==> src/rtl/aalu_pkg.sv <==
// ----------------------------------------------------------------------------
// aalu_pkg - shared types and constants of the accumulator ALU
// Widths, operation codes and status flag positions used by the interfaces
// and the top level.
// ----------------------------------------------------------------------------
package aalu_pkg;

  localparam int unsigned DATA_W = 8;
  localparam int unsigned OP_W   = 4;

  // Status byte bit positions.
  localparam int unsigned FLAG_C = 0;
  localparam int unsigned FLAG_Z = 1;
  localparam int unsigned FLAG_V = 6;
  localparam int unsigned FLAG_N = 7;

  typedef logic [DATA_W-1:0] byte_t;

  typedef enum logic [OP_W-1:0] {
    OP_ADC     = 4'd0,
    OP_SBC     = 4'd1,
    OP_AND     = 4'd2,
    OP_ORA     = 4'd3,
    OP_EOR     = 4'd4,
    OP_BIT     = 4'd5,
    OP_ASL     = 4'd6,
    OP_LSR     = 4'd7,
    OP_ROL     = 4'd8,
    OP_ROR     = 4'd9,
    OP_ROL_ACC = 4'd10,
    OP_ROR_ACC = 4'd11,
    OP_INC     = 4'd12,
    OP_DEC     = 4'd13
  } op_t;

endpackage

==> src/rtl/aalu_if.sv <==
// ----------------------------------------------------------------------------
// aalu_if - item channels of the accumulator ALU
// Valid/ready channels for operation items and result items.
// ----------------------------------------------------------------------------
interface aalu_op_if;
  logic                          valid;
  logic                          ready;
  logic [aalu_pkg::OP_W-1:0]     op;
  logic [aalu_pkg::DATA_W-1:0]   operand;

  modport source (output valid, output op, output operand, input ready);
  modport sink   (input valid, input op, input operand, output ready);
endinterface

interface aalu_res_if;
  logic                          valid;
  logic                          ready;
  logic [aalu_pkg::DATA_W-1:0]   result_byte;
  logic [aalu_pkg::DATA_W-1:0]   accumulator_out;
  logic [aalu_pkg::DATA_W-1:0]   status_out;

  modport source (output valid, output result_byte, output accumulator_out,
                  output status_out, input ready);
  modport sink   (input valid, input result_byte, input accumulator_out,
                  input status_out, output ready);
endinterface

==> src/rtl/accumulator_alu_with_status_flags_unit.sv <==
// ----------------------------------------------------------------------------
// accumulator_alu_with_status_flags_unit - 8-bit accumulator ALU
// An ALU in the manner of the classic 8-bit microprocessors, binary mode only,
// holding an accumulator and a status byte.
//
// Each accepted item carries an operation code and an operand byte and
// produces exactly one result item holding the result byte, the accumulator
// and the status byte as they stand after the operation. An item is first
// captured in an input register; once the output register is free or being
// emptied, the ALU works on it against the current accumulator and status,
// writes both back and loads the output register. While results are taken,
// one item is accepted every cycle: the only loop is the accumulator and
// status write-back, so consecutive items see each other's results without
// any wait. The input register can still take an item while a finished
// result waits in the output register, and both stages stall together only
// when the output is held and the input stage is full.
// Status bits other than carry, zero, overflow and negative pass through
// untouched, and the unused codes 14 and 15 leave all state alone and return
// the accumulator.
// ----------------------------------------------------------------------------
module accumulator_alu_with_status_flags_unit (
  input  logic           clk,
  input  logic           rst_n,
  aalu_op_if.sink        in_ch,
  aalu_res_if.source     out_ch
);

  // Input register stage.
  logic                      s1_valid_r;
  logic [aalu_pkg::OP_W-1:0] op_r;
  aalu_pkg::byte_t           operand_r;

  // Architectural state.
  aalu_pkg::byte_t acc_r, acc_nxt;
  aalu_pkg::byte_t st_r,  st_nxt;

  // Output register stage.
  logic            out_valid_r;
  aalu_pkg::byte_t res_r, res_nxt;

  logic advance;
  logic cin;
  logic [aalu_pkg::DATA_W:0] sum;

  // The input stage moves on whenever the output register is free or is
  // being emptied in this cycle.
  assign advance     = s1_valid_r && (!out_valid_r || out_ch.ready);
  assign in_ch.ready = !s1_valid_r || advance;

  assign cin = st_r[aalu_pkg::FLAG_C];

  // Add and subtract share one adder: subtraction adds the inverted operand,
  // so carry out set means no borrow.
  always_comb begin
    if (op_r == aalu_pkg::OP_SBC) begin
      sum = {1'b0, acc_r} + {1'b0, ~operand_r} + {{aalu_pkg::DATA_W{1'b0}}, cin};
    end else begin
      sum = {1'b0, acc_r} + {1'b0, operand_r} + {{aalu_pkg::DATA_W{1'b0}}, cin};
    end
  end

  always_comb begin
    logic set_zn;
    set_zn  = 1'b1;
    acc_nxt = acc_r;
    st_nxt  = st_r;
    res_nxt = acc_r;
    case (op_r)
      aalu_pkg::OP_ADC: begin
        res_nxt = sum[aalu_pkg::DATA_W-1:0];
        acc_nxt = res_nxt;
        st_nxt[aalu_pkg::FLAG_C] = sum[aalu_pkg::DATA_W];
        st_nxt[aalu_pkg::FLAG_V] = ~(acc_r[7] ^ operand_r[7]) & (acc_r[7] ^ res_nxt[7]);
      end
      aalu_pkg::OP_SBC: begin
        res_nxt = sum[aalu_pkg::DATA_W-1:0];
        acc_nxt = res_nxt;
        st_nxt[aalu_pkg::FLAG_C] = sum[aalu_pkg::DATA_W];
        st_nxt[aalu_pkg::FLAG_V] = (acc_r[7] ^ res_nxt[7]) & (acc_r[7] ^ operand_r[7]);
      end
      aalu_pkg::OP_AND: begin
        res_nxt = acc_r & operand_r;
        acc_nxt = res_nxt;
      end
      aalu_pkg::OP_ORA: begin
        res_nxt = acc_r | operand_r;
        acc_nxt = res_nxt;
      end
      aalu_pkg::OP_EOR: begin
        res_nxt = acc_r ^ operand_r;
        acc_nxt = res_nxt;
      end
      aalu_pkg::OP_BIT: begin
        // Zero comes from the masked accumulator, the other two flags
        // straight from the operand.
        set_zn = 1'b0;
        st_nxt[aalu_pkg::FLAG_Z] = ((acc_r & operand_r) == '0);
        st_nxt[aalu_pkg::FLAG_N] = operand_r[7];
        st_nxt[aalu_pkg::FLAG_V] = operand_r[6];
      end
      aalu_pkg::OP_ASL: begin
        st_nxt[aalu_pkg::FLAG_C] = operand_r[7];
        res_nxt = {operand_r[6:0], 1'b0};
      end
      aalu_pkg::OP_LSR: begin
        st_nxt[aalu_pkg::FLAG_C] = operand_r[0];
        res_nxt = {1'b0, operand_r[7:1]};
      end
      aalu_pkg::OP_ROL: begin
        st_nxt[aalu_pkg::FLAG_C] = operand_r[7];
        res_nxt = {operand_r[6:0], cin};
      end
      aalu_pkg::OP_ROR: begin
        st_nxt[aalu_pkg::FLAG_C] = operand_r[0];
        res_nxt = {cin, operand_r[7:1]};
      end
      aalu_pkg::OP_ROL_ACC: begin
        st_nxt[aalu_pkg::FLAG_C] = acc_r[7];
        res_nxt = {acc_r[6:0], cin};
        acc_nxt = res_nxt;
      end
      aalu_pkg::OP_ROR_ACC: begin
        st_nxt[aalu_pkg::FLAG_C] = acc_r[0];
        res_nxt = {cin, acc_r[7:1]};
        acc_nxt = res_nxt;
      end
      aalu_pkg::OP_INC: begin
        res_nxt = operand_r + aalu_pkg::DATA_W'(1);
      end
      aalu_pkg::OP_DEC: begin
        res_nxt = operand_r - aalu_pkg::DATA_W'(1);
      end
      default: begin
        // Unused codes: no operation.
        set_zn = 1'b0;
      end
    endcase
    if (set_zn) begin
      st_nxt[aalu_pkg::FLAG_Z] = (res_nxt == '0);
      st_nxt[aalu_pkg::FLAG_N] = res_nxt[7];
    end
  end

  always_ff @(posedge clk) begin
    if (!rst_n) begin
      s1_valid_r  <= 1'b0;
      out_valid_r <= 1'b0;
      acc_r       <= '0;
      st_r        <= '0;
    end else begin
      if (in_ch.ready) begin
        s1_valid_r <= in_ch.valid;
      end
      if (advance) begin
        out_valid_r <= 1'b1;
        acc_r       <= acc_nxt;
        st_r        <= st_nxt;
      end else if (out_ch.ready) begin
        out_valid_r <= 1'b0;
      end
    end
  end

  // Payload registers carry no reset.
  always_ff @(posedge clk) begin
    if (in_ch.ready && in_ch.valid) begin
      op_r      <= in_ch.op;
      operand_r <= in_ch.operand;
    end
    if (advance) begin
      res_r <= res_nxt;
    end
  end

  assign out_ch.valid           = out_valid_r;
  assign out_ch.result_byte     = res_r;
  assign out_ch.accumulator_out = acc_r;
  assign out_ch.status_out      = st_r;

endmodule

==> src/flat_wrapper.sv <==
// flat-port wrapper written by rule: the top's interface ports become plain ports
module accumulator_alu_with_status_flags_unit_flat 
  (clk, rst_n, in_ch_valid, in_ch_op, in_ch_operand, in_ch_ready, out_ch_valid, out_ch_result_byte, out_ch_accumulator_out, out_ch_status_out, out_ch_ready);
  aalu_op_if in_ch_i ();
  aalu_res_if out_ch_i ();
  input  logic clk;
  input  logic rst_n;
  input wire logic [$bits(in_ch_i.valid)-1:0] in_ch_valid;
  input wire logic [$bits(in_ch_i.op)-1:0] in_ch_op;
  input wire logic [$bits(in_ch_i.operand)-1:0] in_ch_operand;
  output wire logic [$bits(in_ch_i.ready)-1:0] in_ch_ready;
  output wire logic [$bits(out_ch_i.valid)-1:0] out_ch_valid;
  output wire logic [$bits(out_ch_i.result_byte)-1:0] out_ch_result_byte;
  output wire logic [$bits(out_ch_i.accumulator_out)-1:0] out_ch_accumulator_out;
  output wire logic [$bits(out_ch_i.status_out)-1:0] out_ch_status_out;
  input wire logic [$bits(out_ch_i.ready)-1:0] out_ch_ready;
  assign in_ch_i.valid = in_ch_valid;
  assign in_ch_i.op = in_ch_op;
  assign in_ch_i.operand = in_ch_operand;
  assign in_ch_ready = in_ch_i.ready;
  assign out_ch_valid = out_ch_i.valid;
  assign out_ch_result_byte = out_ch_i.result_byte;
  assign out_ch_accumulator_out = out_ch_i.accumulator_out;
  assign out_ch_status_out = out_ch_i.status_out;
  assign out_ch_i.ready = out_ch_ready;
  accumulator_alu_with_status_flags_unit u_core (.clk(clk), .rst_n(rst_n), .in_ch(in_ch_i), .out_ch(out_ch_i));
endmodule
==> config.mk <==
export PLATFORM = sky130hd
export DESIGN_NAME = accumulator_alu_with_status_flags_unit_flat
export DESIGN_NICKNAME = d
export VERILOG_FILES = /design/src/rtl/aalu_pkg.sv /design/src/rtl/aalu_if.sv /design/src/rtl/accumulator_alu_with_status_flags_unit.sv /design/src/flat_wrapper.sv
export SDC_FILE = /design/constraint.sdc
export NUM_CORES = 1
export LEC_CHECK = 0
export BUFFER_PORTS_ARGS = -buffer_cell sky130_fd_sc_hd__buf_2
export CAP_MARGIN = 10
export CORE_MARGIN = 10
export CORE_UTILIZATION = 45
export DETAILED_ROUTE_END_ITERATION = 10
export PLACE_DENSITY = 0.73
export SLEW_MARGIN = 15
export SYNTH_ARGS = -nofsm -noshare
export SYNTH_HDL_FRONTEND = slang
export SYNTH_SLANG_ARGS = --single-unit
==> constraint.sdc <==
create_clock -name clk -period 4 [get_ports clk]
set_clock_uncertainty 0.15 [all_clocks]
set_input_delay 0.2 -clock clk [delete_from_list [all_inputs] [get_ports clk]]
set_output_delay 0.2 -clock clk [all_outputs]
set_load 0.05 [all_outputs]
* Yosys cells after proc, flatten, opt, wreduce, memory -nomap -nowiden
Cells that the tools add are included.
** Cells by class
- Multiply operators :: 0
- Reduce and logical (&&, ||, !) cells :: 22
- Equality and inequality tests :: 13
- Muxes and demuxes :: 12
- Divide/modulo/power cells :: 0
- Shifts and indexed selects :: 0
- Bitwise logic cells :: 9
- Order comparisons :: 0
- $add $sub $neg :: 6
** Operators with widths (count)
- $pmux 8 s12 :: 1
- $pmux 8 s6 :: 1
- $eq 4x4->1 const B :: 6
- $add 8x8->9 :: 2
- $add 9x1->9 :: 2
- $eq 4x3->1 const B :: 4
- $logic_not 8->1 :: 2
- $reduce_or 13->1 :: 1
- $mux 9 :: 1
- $add 8x1->8 const B :: 1
- $and 8x8->8 :: 1
- $eq 4x2->1 const B :: 2
- $not 8->8 :: 1
- $or 8x8->8 :: 1
- $reduce_and 2->1 :: 4
- $sub 8x1->8 const B :: 1
- $xor 8x8->8 :: 1
- $mux 1 :: 7
- $reduce_bool 6->1 :: 1
- $reduce_or 2->1 :: 3
- $pmux 1 s5 :: 1
- $reduce_bool 5->1 :: 1
- $eq 4x1->1 const B :: 1
- $logic_not 4->1 :: 1
- 9 further kinds :: 15
** Word-level totals
- Memory bits (writable) :: 0
- Input bits :: 16
- Memories kept :: 0
- Flip-flop bits (word level) :: 34
- Logic and storage cells :: 71
- Output and inout bits :: 26
- ROM bits :: 0
- Bits in latches :: 0

* Depth between registers and ports, before layout
- Depth in word-level cells :: 7
- Mapped depth :: 13
- Depth with buffers taken out :: 12

* Worst setup path after synthesis
Ideal clock, no wire load.
- Path kind :: register -> register
- Start point :: reg u_core.acc_r[0] (netlist: u_core.out_ch.accumulator_out[0])
- End point :: reg u_core.st_r[1] (netlist: u_core.out_ch.status_out[1])
- Data required time :: 3.754 ns
- Buffers on the path :: 0
- Cell stages (with the launch flop) :: 12
- Period minus slack after synthesis :: 3.746 ns
- Setup time :: 0.096 ns
- Setup slack :: 0.254 ns
- Data arrival time :: 3.501 ns
- Cells stage by stage :: dfxtp_1 inv_1 fa_1 fa_1 inv_1 mux4_2 a221o_1 a211oi_1 o2111ai_2 nor3b_2 o21ai_1 o41ai_2
** Between the ends
- Word-level cells in the longest chain between the ends :: 6
- Elaborated cells on any way between the ends :: 13
- Those cells by class :: 4 x add/sub; 4 x mux; 3 x bitwise; 2 x reduce/logical
** RTL lines
- from (decl) :: RTL line accumulator_alu_with_status_flags_unit.sv:34 : aalu_pkg::byte_t acc_r, acc_nxt;
- from (signal assigned) :: RTL line accumulator_alu_with_status_flags_unit.sv:156 : acc_r <= acc_nxt;
- $add 8x8->9, on equally long branches :: RTL line accumulator_alu_with_status_flags_unit.sv:58, accumulator_alu_with_status_flags_unit.sv:56
- $add 9x1->9, on equally long branches :: RTL line accumulator_alu_with_status_flags_unit.sv:58, accumulator_alu_with_status_flags_unit.sv:56
- $mux 9 :: RTL line accumulator_alu_with_status_flags_unit.sv:55 : if (op_r == aalu_pkg::OP_SBC) begin
- $pmux 8 s12 :: RTL line accumulator_alu_with_status_flags_unit.sv:68 : case (op_r)
- $logic_not 8->1 :: RTL line accumulator_alu_with_status_flags_unit.sv:139 : st_nxt[aalu_pkg::FLAG_Z] = (res_nxt == '0);
- $mux 1 (*) :: RTL line accumulator_alu_with_status_flags_unit.sv:138 : if (set_zn) begin
- to (signal assigned) :: RTL line accumulator_alu_with_status_flags_unit.sv:157 : st_r <= st_nxt;
- to (decl) :: RTL line accumulator_alu_with_status_flags_unit.sv:35 : aalu_pkg::byte_t st_r, st_nxt;
Every way passes the cells marked *; elsewhere a longest branch is shown, timed or not. The select of a mux whose other input is x is not followed.
A chain may end at the register's enable or synchronous reset.

* Worst setup path in the final report
- Start point :: reg u_core.st_r[0] (netlist: u_core.out_ch.status_out[0])
- End point :: reg u_core.st_r[1] (netlist: u_core.out_ch.status_out[1])
** Between the ends
- Word-level cells in the longest chain between the ends :: 5
- Elaborated cells on any way between the ends :: 6
- Those cells by class :: 2 x add/sub; 3 x mux; 1 x reduce/logical
** RTL lines (RTL line)
- $add 9x1->9, on equally long branches :: accumulator_alu_with_status_flags_unit.sv:58, accumulator_alu_with_status_flags_unit.sv:56
- $mux 9 :: accumulator_alu_with_status_flags_unit.sv:55
- $pmux 8 s12 (*) :: accumulator_alu_with_status_flags_unit.sv:68
- $logic_not 8->1 (*) :: accumulator_alu_with_status_flags_unit.sv:139
- $mux 1 (*) :: accumulator_alu_with_status_flags_unit.sv:138
Every way passes the cells marked *; elsewhere a longest branch is shown, timed or not.

==> out/results.ini <==
[floorplan]
dieHeight_um=107.4
die_area_um2=11540
core_region_area_um2=7331
ios=42
die_x_um=107.4
num_rows=31
start_util_pct=46.94

[critical_path]
critical_path.cell_chain=inv_1, fa_1, fa_1, inv_1, mux4_2, a221o_1, a211oi_1, o2111ai_2, nor3b_2, o21ai_1, o41ai_2
startpoint_type=flop
r2r_cells=11
critPathCaptureType=flop
path_delay_family=compound AO/OA/AOI/OAI gates
cp_num_buf_inv=2
ff2ff_setup_slack_ps=340
cpPeakStageDelay_ps=510
crit_fanout=6
arrival_ps=3700
path_class=flop to flop
crit_path_top_delay_cell=fa_1
r2r-end=u_core.out_ch.status_out[1]$_SDFFE_PN0P_
rr_startpoint=u_core.out_ch.status_out[0]$_SDFFE_PN0P_
cp_data_required_time_ps=4040
crit_cells=11

[placement]
gp_congestion=1.012
portBuffers=37
dp_hpwl_mm=8.148
place_ws_ps=386.5
post_dp_cell_area_um2=3654

[route]
drc=0
firstDrtPassIters=5
vias=3508
wl_per_cell_um=20.49
routed_wirelength_mm=11.25
drt_iter0_drc=578
via_per_inst=6.390
ant_nets=0

[timing]
maxSlewViolCount=0
fin_crit_ps=3661
rsz0062_at_grt=no
maxSlewHeadroom_pct=37.80
max_freq_mhz=273.1
worst_slack_ps=338.5
hold_viol_final=0
worst_pin_slew_ps=931.0
fin_crit_sh_pct=91.54
fin_setup_tns_ps=0
setup_violations=0

[worst_hold_path]
hold_path_class=input pin to flop
min_from=in_ch_valid
whs_path_depth=3
hold-path-endpoint=u_core.s1_valid_r$_SDFFE_PN0N_

[synth]
synth_compound_area_share_pct=26.18
synthAdderAreaFrac_pct=11.05
syn_avg_cell_area_um2=8.311
synthFlopType=edfxtp_1
ys_seq_elements=34
synth_edf_count=20
synth_cell_types=75
yosys_warnings=0
synthCells=414
synth_top_family_by_area=compound AO/OA/AOI/OAI gates
ys_seq_area_share_pct=25.60
synthSimpleGateAreaFrac_pct=19.24
synth_mux_area_share_pct=5.818
synthesis.area_um2=3441
async_flop_share_pct=0
synth_xor_area_share_pct=4.073

[grt]
grt_pass1_vias=3199
grtUsageMet1_pct=23.37
grt_max_degree=46
grt_pass1_wl_mm=17.22
grt_usage_pct=18.84
grt_overflow_total=0
grt_util_met3_pct=4.731
grt.busiest_layer=met2
antenna_found_initial=0
grtUsageMet2_pct=30.72

[power]
powerDensity_nw_per_um2=268.3
peakVddDrop_mv=0.1422
total_power_mw=1.034
leakagePower_nw=1.522

[clock_network]
h-tree-depth=2
cts_tree=done
cts_root_buf=clkbuf_8
ctsResizeCount=0
cts_buffers=5
cts_max_path_buffers=2
cts_sinks=34
path_clk_slew_ps=70
clk_latency_ps=290

[cells_and_area]
layout_common_cells=buf_2, o21ai_0, a21oi_1
syn2layout_area_growth_pct=12.04
final_core_util_pct=52.59
layout-drive-gt1-share_pct=14.67
insertedDiodeCount=0
final_common_cell=buf_2
design_area_um2=3855
nets=493

[job]
maxCapViolCount=0

[run_status]
status=finished, final reports clean

==> worst register-to-register path: cells and delay by family, from the launching register on <==
family,cells,cell delay (ps)
muxes,1,450
buffers and inverters,2,160
and+or+nand+nor,1,190
DFF,1,440
AOI/OAI and AO/OA,5,1190
adders and majority gates,2,990
==> report_power, final <==
part | internal [mW] | leakage (nW) | switching, mW
logic | 0.123 | 1.17 | 0.236
clock network | 0.120 | 0.0426 | 0.134
registers | 0.395 | 0.308 | 0.0272
==> state kept, by name, summed over array words and instances (netlist names) <==
signal / flops
u_core.out_ch.result_byte: 8
u_core.operand_r: 8
u_core.out_ch.accumulator_out: 8
u_core.s1_valid_r: 1
u_core.out_ch.valid: 1
u_core.out_ch.status_out: 4
u_core.op_r: 4
==> final cells by class <==
class	count	area [µm²]
Clock buffer	6	72.57
Clock inverter	2	8.758
Timing Repair Buffer	55	350.3
Tap cell	99	123.9
Multi-Input combinational cell	321	2298
Sequential cell	34	880.8
Fill cell	707	3476
Inverter	32	120.1
==> layer usage <==
metal | wire, µm | vias up
met4 | 332 | 0
met5 | 0 | -
met3 | 1126 | 33
li1 | - | 1585
met1 | 4484 | 1686
met2 | 5306 | 204
==> cell usage after synthesis, drive strengths merged (4+ instances only) <==
cell type  instances  share of area (%)
nor3              15                2.2
o31ai              4               0.87
nand3b             4               0.87
ha                24                8.7
xnor2             14                3.6
o21ai             42                6.1
nand3              8                1.2
o21a               4               0.87
o211ai             8                1.7
mux2i             11                3.2
dfxtp             14                8.1
a21oi             32                4.8
inv               31                3.4
clkbuf            13                1.4
fa                 4                2.3
nand2             24                2.6
and2               4               0.73
buf               17                3.0
nor2b             10                1.8
nor2              29                3.2
a21boi             4               0.87
o2111ai            4                1.2
edfxtp            20                 17
a31oi              5               0.91
==> worst max-delay path by stage <==
stage | start | end
floorplan | u_core.out_ch.accumulator_out[0]$_SDFFE_PN0P_ | u_core.out_ch.status_out[1]$_SDFFE_PN0P_
global placement | u_core.out_ch.status_out[0]$_SDFFE_PN0P_ | u_core.out_ch.status_out[1]$_SDFFE_PN0P_
detailed placement | u_core.out_ch.status_out[0]$_SDFFE_PN0P_ | u_core.out_ch.status_out[1]$_SDFFE_PN0P_
CTS | u_core.out_ch.accumulator_out[0]$_SDFFE_PN0P_ | u_core.out_ch.status_out[1]$_SDFFE_PN0P_
global route | u_core.out_ch.accumulator_out[0]$_SDFFE_PN0P_ | u_core.out_ch.status_out[1]$_SDFFE_PN0P_
finish | u_core.out_ch.status_out[0]$_SDFFE_PN0P_ | u_core.out_ch.status_out[1]$_SDFFE_PN0P_
==> per-stage QoR <==
stage          instances  hold WS (ps)
3_3_place_gp         529         226.0
3_5_place_dp         529         228.1
4_1_cts              549         1.748
6_report             549         5.532
5_1_grt              549         24.19
2_1_floorplan        417         148.9
==> cell families (layout without fill, tap and decap cells) <==
group,count (synthesis),count (layout)
adder cells (fa/ha/maj),28,28
other,1,4
flip-flops,34,34
multiplexers,16,16
AO/OA/AOI/OAI,135,135
AND/OR/NAND/NOR,122,122
buffers and inverters,62,95
XOR/XNOR,16,16
==> timing repair <==
action / 4_1_cts / 5_1_grt
hold buffers: 12 / 0
hold endpoints to repair: 12 / 0
setup buffers: 0 / 0
No activity file was read; power rests on OpenSTA's default activity.
